`src/design/ult_pkg.sv`:
```
// Shared constants for the unordered list table: word width, operation
// codes and status codes.
// No dependencies.
`default_nettype none

package ult_pkg;

  localparam int DATA_W = 32;
  localparam int FUNC_W = 2;
  localparam int STAT_W = 2;

  // Operation codes
  localparam logic [FUNC_W-1:0] FUNC_INSERT = 2'd0;
  localparam logic [FUNC_W-1:0] FUNC_SEARCH = 2'd1;
  localparam logic [FUNC_W-1:0] FUNC_REMOVE = 2'd2;

  // Status codes
  localparam logic [STAT_W-1:0] ST_OK       = 2'd0;
  localparam logic [STAT_W-1:0] ST_FULL     = 2'd1;
  localparam logic [STAT_W-1:0] ST_BADPOS   = 2'd2;
  localparam logic [STAT_W-1:0] ST_NOTFOUND = 2'd3;

endpackage

`default_nettype wire

```
`src/design/ult_mem.sv`:
```
// Entry store of the unordered list table: one write port, one read port,
// read data registered.
// Depends on ult_pkg for the word width.
`default_nettype none

module ult_mem
  import ult_pkg::*;
#(
  parameter int DEPTH  = 16,
  parameter int ADDR_W = 4
) (
  input  wire logic              clk,
  input  wire logic              we,
  input  wire logic [ADDR_W-1:0] waddr,
  input  wire logic [DATA_W-1:0] wdata,
  input  wire logic [ADDR_W-1:0] raddr,
  output logic      [DATA_W-1:0] rdata
);

  logic [DATA_W-1:0] mem [DEPTH];

  // Write one entry
  always_ff @(posedge clk) begin
    if (we) begin
      mem[waddr] <= wdata;
    end
  end

  // Read one entry, registered
  always_ff @(posedge clk) begin
    rdata <= mem[raddr];
  end

endmodule

`default_nettype wire

```
`src/design/unordered_list_table.sv`:
```
// Unordered list table: fixed-capacity 1-indexed list of signed words.
// Insert moves the entry at the position to the end, then writes the new
// value there; remove writes the last entry over the matched one.
// Throughput: one beat at a time; the scan reads one stored entry per cycle
// through the single read port of the entry memory.
// Reset (rst, synchronous) clears the count and the control state; entries
// hold whatever was last written and need no clearing pass.
`default_nettype none

module unordered_list_table
  import ult_pkg::*;
#(
  parameter int CAPACITY = 16
) (
  input  wire logic                                clk,
  input  wire logic                                rst,
  input  wire logic                                in_valid,
  output logic                                     in_stall,
  input  wire logic [FUNC_W-1:0]                   func,
  input  wire logic signed [DATA_W-1:0]            value,
  input  wire logic [$clog2(CAPACITY+1)-1:0]       position,
  output logic                                     out_valid,
  input  wire logic                                out_stall,
  output logic [STAT_W-1:0]                        status,
  output logic [$clog2(CAPACITY+1)-1:0]            found_index,
  output logic [$clog2(CAPACITY+1)-1:0]            count_after
);

  localparam int IDX_W  = $clog2(CAPACITY + 1);
  localparam int ADDR_W = $clog2(CAPACITY);
  localparam int CNT_W  = IDX_W + 1;

  localparam logic [2:0] S_IDLE   = 3'd0;
  localparam logic [2:0] S_INS_MV = 3'd1;
  localparam logic [2:0] S_INS_WR = 3'd2;
  localparam logic [2:0] S_SCAN   = 3'd3;
  localparam logic [2:0] S_REM_RD = 3'd4;
  localparam logic [2:0] S_REM_WR = 3'd5;
  localparam logic [2:0] S_DONE   = 3'd6;

  logic [2:0]        state;
  logic [IDX_W-1:0]  count;
  logic [DATA_W-1:0] op_value;
  logic [ADDR_W-1:0] op_addr;
  logic              op_remove;
  logic [IDX_W-1:0]  ptr;
  logic              cmp_vld;
  logic [ADDR_W-1:0] cmp_idx;
  logic [STAT_W-1:0] res_status;
  logic [IDX_W-1:0]  res_index;

  logic              mem_we;
  logic [ADDR_W-1:0] mem_waddr;
  logic [DATA_W-1:0] mem_wdata;
  logic [ADDR_W-1:0] mem_raddr;
  logic [DATA_W-1:0] mem_rdata;
  logic              accept;
  logic              out_free;
  logic              hit;
  logic              last_cmp;

  assign in_stall = (state != S_IDLE);
  assign accept   = in_valid && !in_stall;
  assign out_free = !out_valid || !out_stall;
  assign hit      = cmp_vld && (mem_rdata == op_value);
  assign last_cmp = cmp_vld && (cmp_idx == ADDR_W'(count - IDX_W'(1)));

  ult_mem #(
    .DEPTH  (CAPACITY),
    .ADDR_W (ADDR_W)
  ) u_mem (
    .clk   (clk),
    .we    (mem_we),
    .waddr (mem_waddr),
    .wdata (mem_wdata),
    .raddr (mem_raddr),
    .rdata (mem_rdata)
  );

  // Steer memory ports by state
  always_comb begin
    mem_we    = 1'b0;
    mem_waddr = op_addr;
    mem_wdata = op_value;
    mem_raddr = ADDR_W'(position - IDX_W'(1));
    unique case (state)
      S_SCAN:   mem_raddr = ptr[ADDR_W-1:0];
      S_REM_RD: mem_raddr = ADDR_W'(count - IDX_W'(1));
      S_INS_MV: begin
        mem_we    = 1'b1;
        mem_waddr = count[ADDR_W-1:0];
        mem_wdata = mem_rdata;
      end
      S_INS_WR: mem_we = 1'b1;
      S_REM_WR: begin
        mem_we    = 1'b1;
        mem_wdata = mem_rdata;
      end
      default: ;
    endcase
  end

  // Sequencer: decode, scan, read-modify-write, hand off result
  always_ff @(posedge clk) begin
    if (rst) begin
      state   <= S_IDLE;
      count   <= '0;
      cmp_vld <= 1'b0;
    end else begin
      unique case (state)
        S_IDLE: begin
          ptr     <= '0;
          cmp_vld <= 1'b0;
          if (accept) begin
            op_value   <= value;
            op_remove  <= (func == FUNC_REMOVE);
            op_addr    <= ADDR_W'(position - IDX_W'(1));
            res_index  <= '0;
            res_status <= ST_OK;
            state      <= S_DONE;
            if (func == FUNC_INSERT) begin
              if (count == IDX_W'(CAPACITY)) begin
                res_status <= ST_FULL;
              end else if (position == '0 ||
                           CNT_W'(position) > CNT_W'(count) + CNT_W'(1)) begin
                res_status <= ST_BADPOS;
              end else begin
                state <= S_INS_MV;
              end
            end else if (func == FUNC_SEARCH || func == FUNC_REMOVE) begin
              if (count == '0) begin
                res_status <= ST_NOTFOUND;
              end else begin
                state <= S_SCAN;
              end
            end else begin
              res_status <= ST_BADPOS;
            end
          end
        end
        S_INS_MV: state <= S_INS_WR;
        S_INS_WR: begin
          count <= count + IDX_W'(1);
          state <= S_DONE;
        end
        S_SCAN: begin
          ptr     <= ptr + IDX_W'(1);
          cmp_vld <= 1'b1;
          cmp_idx <= ptr[ADDR_W-1:0];
          if (hit) begin
            res_index <= IDX_W'(cmp_idx) + IDX_W'(1);
            op_addr   <= cmp_idx;
            state     <= op_remove ? S_REM_RD : S_DONE;
          end else if (last_cmp) begin
            res_status <= ST_NOTFOUND;
            state      <= S_DONE;
          end
        end
        S_REM_RD: state <= S_REM_WR;
        S_REM_WR: begin
          count <= count - IDX_W'(1);
          state <= S_DONE;
        end
        S_DONE: begin
          if (out_free) begin
            state <= S_IDLE;
          end
        end
        default: state <= S_IDLE;
      endcase
    end
  end

  // Output register: load a finished beat, drop it once taken
  always_ff @(posedge clk) begin
    if (rst) begin
      out_valid <= 1'b0;
    end else if (state == S_DONE && out_free) begin
      out_valid <= 1'b1;
    end else if (!out_stall) begin
      out_valid <= 1'b0;
    end
  end

  always_ff @(posedge clk) begin
    if (state == S_DONE && out_free) begin
      status      <= res_status;
      found_index <= res_index;
      count_after <= count;
    end
  end

  // Count stays within capacity
  a_count_range: assert property (@(posedge clk) disable iff (rst)
    count <= IDX_W'(CAPACITY))
    else $error("entry count above capacity");

  // Memory writes only in the insert and remove write states
  a_we_state: assert property (@(posedge clk) disable iff (rst)
    mem_we |-> (state == S_INS_MV || state == S_INS_WR || state == S_REM_WR))
    else $error("memory write outside write states");

  // A scan never runs on an empty list
  a_scan_nonempty: assert property (@(posedge clk) disable iff (rst)
    (state == S_SCAN) |-> (count != '0))
    else $error("scan with empty list");

  // Insert commit grows the count by one
  a_ins_count: assert property (@(posedge clk) disable iff (rst)
    (state == S_INS_WR) |=> (state == S_DONE && count == $past(count) + IDX_W'(1)))
    else $error("insert did not grow the count");

  // A match reported by the scan lies inside the live list
  a_hit_range: assert property (@(posedge clk) disable iff (rst)
    (state == S_SCAN && hit) |-> (IDX_W'(cmp_idx) < count))
    else $error("scan match beyond last entry");

endmodule

`default_nettype wire
```
`config.mk`:
```
export PLATFORM = sky130hd
export DESIGN_NAME = unordered_list_table
export DESIGN_NICKNAME = d
export VERILOG_FILES = /design/src/design/ult_pkg.sv /design/src/design/ult_mem.sv /design/src/design/unordered_list_table.sv
export SDC_FILE = /design/constraint.sdc
export NUM_CORES = 1
export LEC_CHECK = 0
export BUFFER_PORTS_ARGS = -buffer_cell sky130_fd_sc_hd__buf_2
export CORE_ASPECT_RATIO = 0.5
export CORE_MARGIN = 2
export CORE_UTILIZATION = 24
export CTS_CLUSTER_DIAMETER = 200
export DETAILED_ROUTE_END_ITERATION = 12
export GPL_TIMING_DRIVEN = 1
export PLACE_DENSITY_LB_ADDON = 0.05
export SLEW_MARGIN = 20
export SYNTH_ARGS = -nofsm -noshare
export SYNTH_HDL_FRONTEND = slang
export SYNTH_SLANG_ARGS = --single-unit
```
`constraint.sdc`:
```
create_clock -name clk -period 9.4 [get_ports clk]
set_clock_uncertainty 0.05 [all_clocks]
set_input_delay 2.35 -clock clk [delete_from_list [all_inputs] [get_ports clk]]
set_output_delay 2.35 -clock clk [all_outputs]
set_load 0.01 [all_outputs]
```
==> results.ini <==
[outcome]
status=finished, final reports clean

[timing]
final.period_utilization_pct=59.3
finalSetupViolCount=0
rsz0062_at_grt=no
worst_slew_pin_slew_ns=1.04
fin_setup_tns_ns=0
period_minus_slack_ns=5.57
finalHoldViolCount=0
fmax_mhz=180
slew_headroom_pct=30.4
hold_ws_ns=0.368
drv_slew=0

[clock_network]
root_buffer=clkbuf_16
htree_levels=3
ctsLongestPathBuffers=3
postCtsSetupBuffers=0
cts_sinks=618
clk_pin_slew_ns=0.06
tritoncts=yes
cts.repair.resized=0
ctsHoldBuffers=0
cts_buffers=67
clk_latency_ns=0.64

[detailed_routing]
drt-initial-drc-count=923
first_pass_iters=5
via_per_inst=4.46
finalWirelength_um=76600
final_antenna_net_count=0
vias=13800
drc=0
wl_per_cell_um=24.8

[global_routing]
grt_pass1_vias=14000
grt_max_degree=150
globalRouteMet1Util_pct=20.8
grt-ovfl-total=0
grt_pass1_wl_um=108000
antenna_found_initial=2
gr-usage-met2_pct=22.3
grt_usage_pct=14.4
grt_util_met3_pct=2.78
busiest_layer=met2

[power_and_ir_drop]
leakagePower_nw=9.65
power_mw=10.0
cellPowerDensity_mw_per_mm2=344
ir_drop_mv=0.197

[setup_path]
crit_arrival_ns=6.06
startpoint=position[0]
cp-end-kind=flip-flop
cp_slowest_cell=buf_4
worstPathMaxFanout=49
path_class=input port to flip-flop
crit_top_cell=buf_4
r2r-end=u_mem.rdata[0]
rr_worst_depth=10
slowest_delay_ns=0.75
r2r_slack_ns=4.74
r2r_start=count[0]
critical_path.cell_chain=buf_2 -> inv_1 -> ha_1 -> nand2b_1 -> a21oi_1 -> a211o_4 -> buf_4 -> nor2_4 -> buf_4 -> a221o_1 -> o221ai_1
cp-endpoint=u_mem.rdata[0]
startpoint_type=input port
crit_required_ns=9.89

[floorplanning]
io_pins=57
die_h_um=232
core_sq_mm=0.103
start_util_pct=24.3
die_x_um=460
dieArea_sq_mm=0.107
num_rows=83

[logic_synthesis]
avgSynthCellArea_sq_um=16.0
synth_edf_count=576
async_reset_ff_share_pct=0
synth_top_cell_area_share_pct=69.2
synth_top_area_cell=edfxtp_1
synth_area_sq_mm=0.0250
synth_flop_cell=edfxtp_1
yosys_register_bits=618
synth_nets=1617
yosys-top-cells-area=edfxtp_1 69%, mux2_2 5.7%, mux2i_1 5.2%, dfxtp_1 3.4%, nand2_1 2.2%
postSynthCellCount=1560
ys_types=61
seq_area_frac_synth_pct=72.6
synth_warnings=0

[cells_and_area]
syn_to_final_growth_pct=16.7
drive_gt1_share_pct=20.5
insertedDiodeCount=0
fin_area_sq_mm=0.0292
fillers=10300
final_nets=1685

[place]
dpl.hpwl_um=39600
portBuffers=56
gp_congestion=0.711
placed_area_sq_mm=0.0269

[min_path]
hold_class=flip-flop to flip-flop

[run]
cap_violations=0

-- layout make-up --
type	instances	area (sq um)	area share, %
sequential	618	18100	62.2
multi-input combinational	835	6440	22.1
clock buffer	90	1840	6.29
tap	1402	1750	6.01
timing repair buffer	91	556	1.90
clock inverter	33	392	1.34
inverter	15	56.3	0.193
-- cells by family (layout without fill, tap and decap cells) --
kind of cell	count (synthesis)	after routing	share of synthesized area [%]
AO/OA/AOI/OAI	232	232	6.81
multiplexers	256	256	10.9
adder cells (fa/ha/maj)	14	14	0.701
XOR/XNOR	50	50	1.75
AND/OR/NAND/NOR	283	283	4.85
buffers and inverters	107	229	2.41
flip-flops	618	618	72.6
-- per-layer routing --
layer / part of all wire, % / up-vias
met4: 1.8 / 0
met5: 0 / -
met3: 4.0 / 84
met1: 49 / 7168
met2: 45 / 292
li1: - / 6221
-- worst max-delay path: cells and delay by family --
kind | cells | cell delay, ns
compound gates | 4 | 1.38
simple gates | 2 | 0.47
fa+ha+maj | 1 | 0.37
buf+inv | 4 | 1.36
-- how the worst min path moves through the flow --
stage	start	to	slack [ns]	depth (start not counted)
3_5_place_dp	res_index[0]	found_index[0]	0.36	0
5_1_grt	res_index[3]	found_index[3]	0.37	0
6_report	res_index[0]	found_index[0]	0.37	0
2_1_floorplan	res_index[0]	found_index[0]	0.35	0
3_3_place_gp	res_status[0]	status[0]	0.35	0
4_1_cts	res_index[0]	found_index[0]	0.37	0
-- cell usage after synthesis, drive strengths merged (2+ instances only) --
master and n:
or3 3, nor3b 4, o31ai 2, nand2 148
o2111ai 31, nand2b 8, a221oi 2, nand3 13
or2 2, a21oi 54, clkbuf 35, nor4 8
nor3 6, a211oi 3, nor2b 4, a31oi 6
nand4 2, ha 14, inv 15, mux2i 129
a32oi 2, edfxtp 576, a221o 31, nor2 78
xor2 37, a211o 3, and3 3, xnor2 13
o21ai 16, a22oi 4, o221ai 31, mux2 127
dfxtp 42, o22ai 35, buf 57
-- where the power goes --
group / internal [mW] / switching, mW
Combinational: 1.21 / 2.34
Sequential: 3.60 / 0.159
Clock: 1.60 / 1.12
-- cells in the final DEF (no fill, tap or decap), drive strengths merged, types with 35 or more instances in the layout --
master  synthesis  layout
clkbuf         35      90
a21oi          54      54
dfxtp          42      42
mux2i         129     129
nand2         148     148
mux2          127     127
xor2           37      37
nor2           78      78
buf            57      91
o22ai          35      35
edfxtp        576     576
-- registers in the layout, indices dropped and copies added (netlist names), 2 cells and up --
signal and flops:
u_mem.mem 512, op_value 32, u_mem.rdata 32, count 5, count_after 5, found_index 5, res_index 5, cmp_idx 4
op_addr 4, ptr 4, state 3, res_status 2, status 2
-- stage by stage --
step | utilization [%] | instances | worst slack [ns]
6_report | 28.3 | 3084 | 3.83
5_1_grt | 28.3 | 3084 | 3.59
4_1_cts | 28.3 | 3084 | 3.77
3_5_place_dp | 26.2 | 2961 | 3.08
3_3_place_gp | 26.2 | 2961 | 3.12
2_1_floorplan | - | 1560 | 3.86
Note: power is estimated with default switching activity, not from simulation.
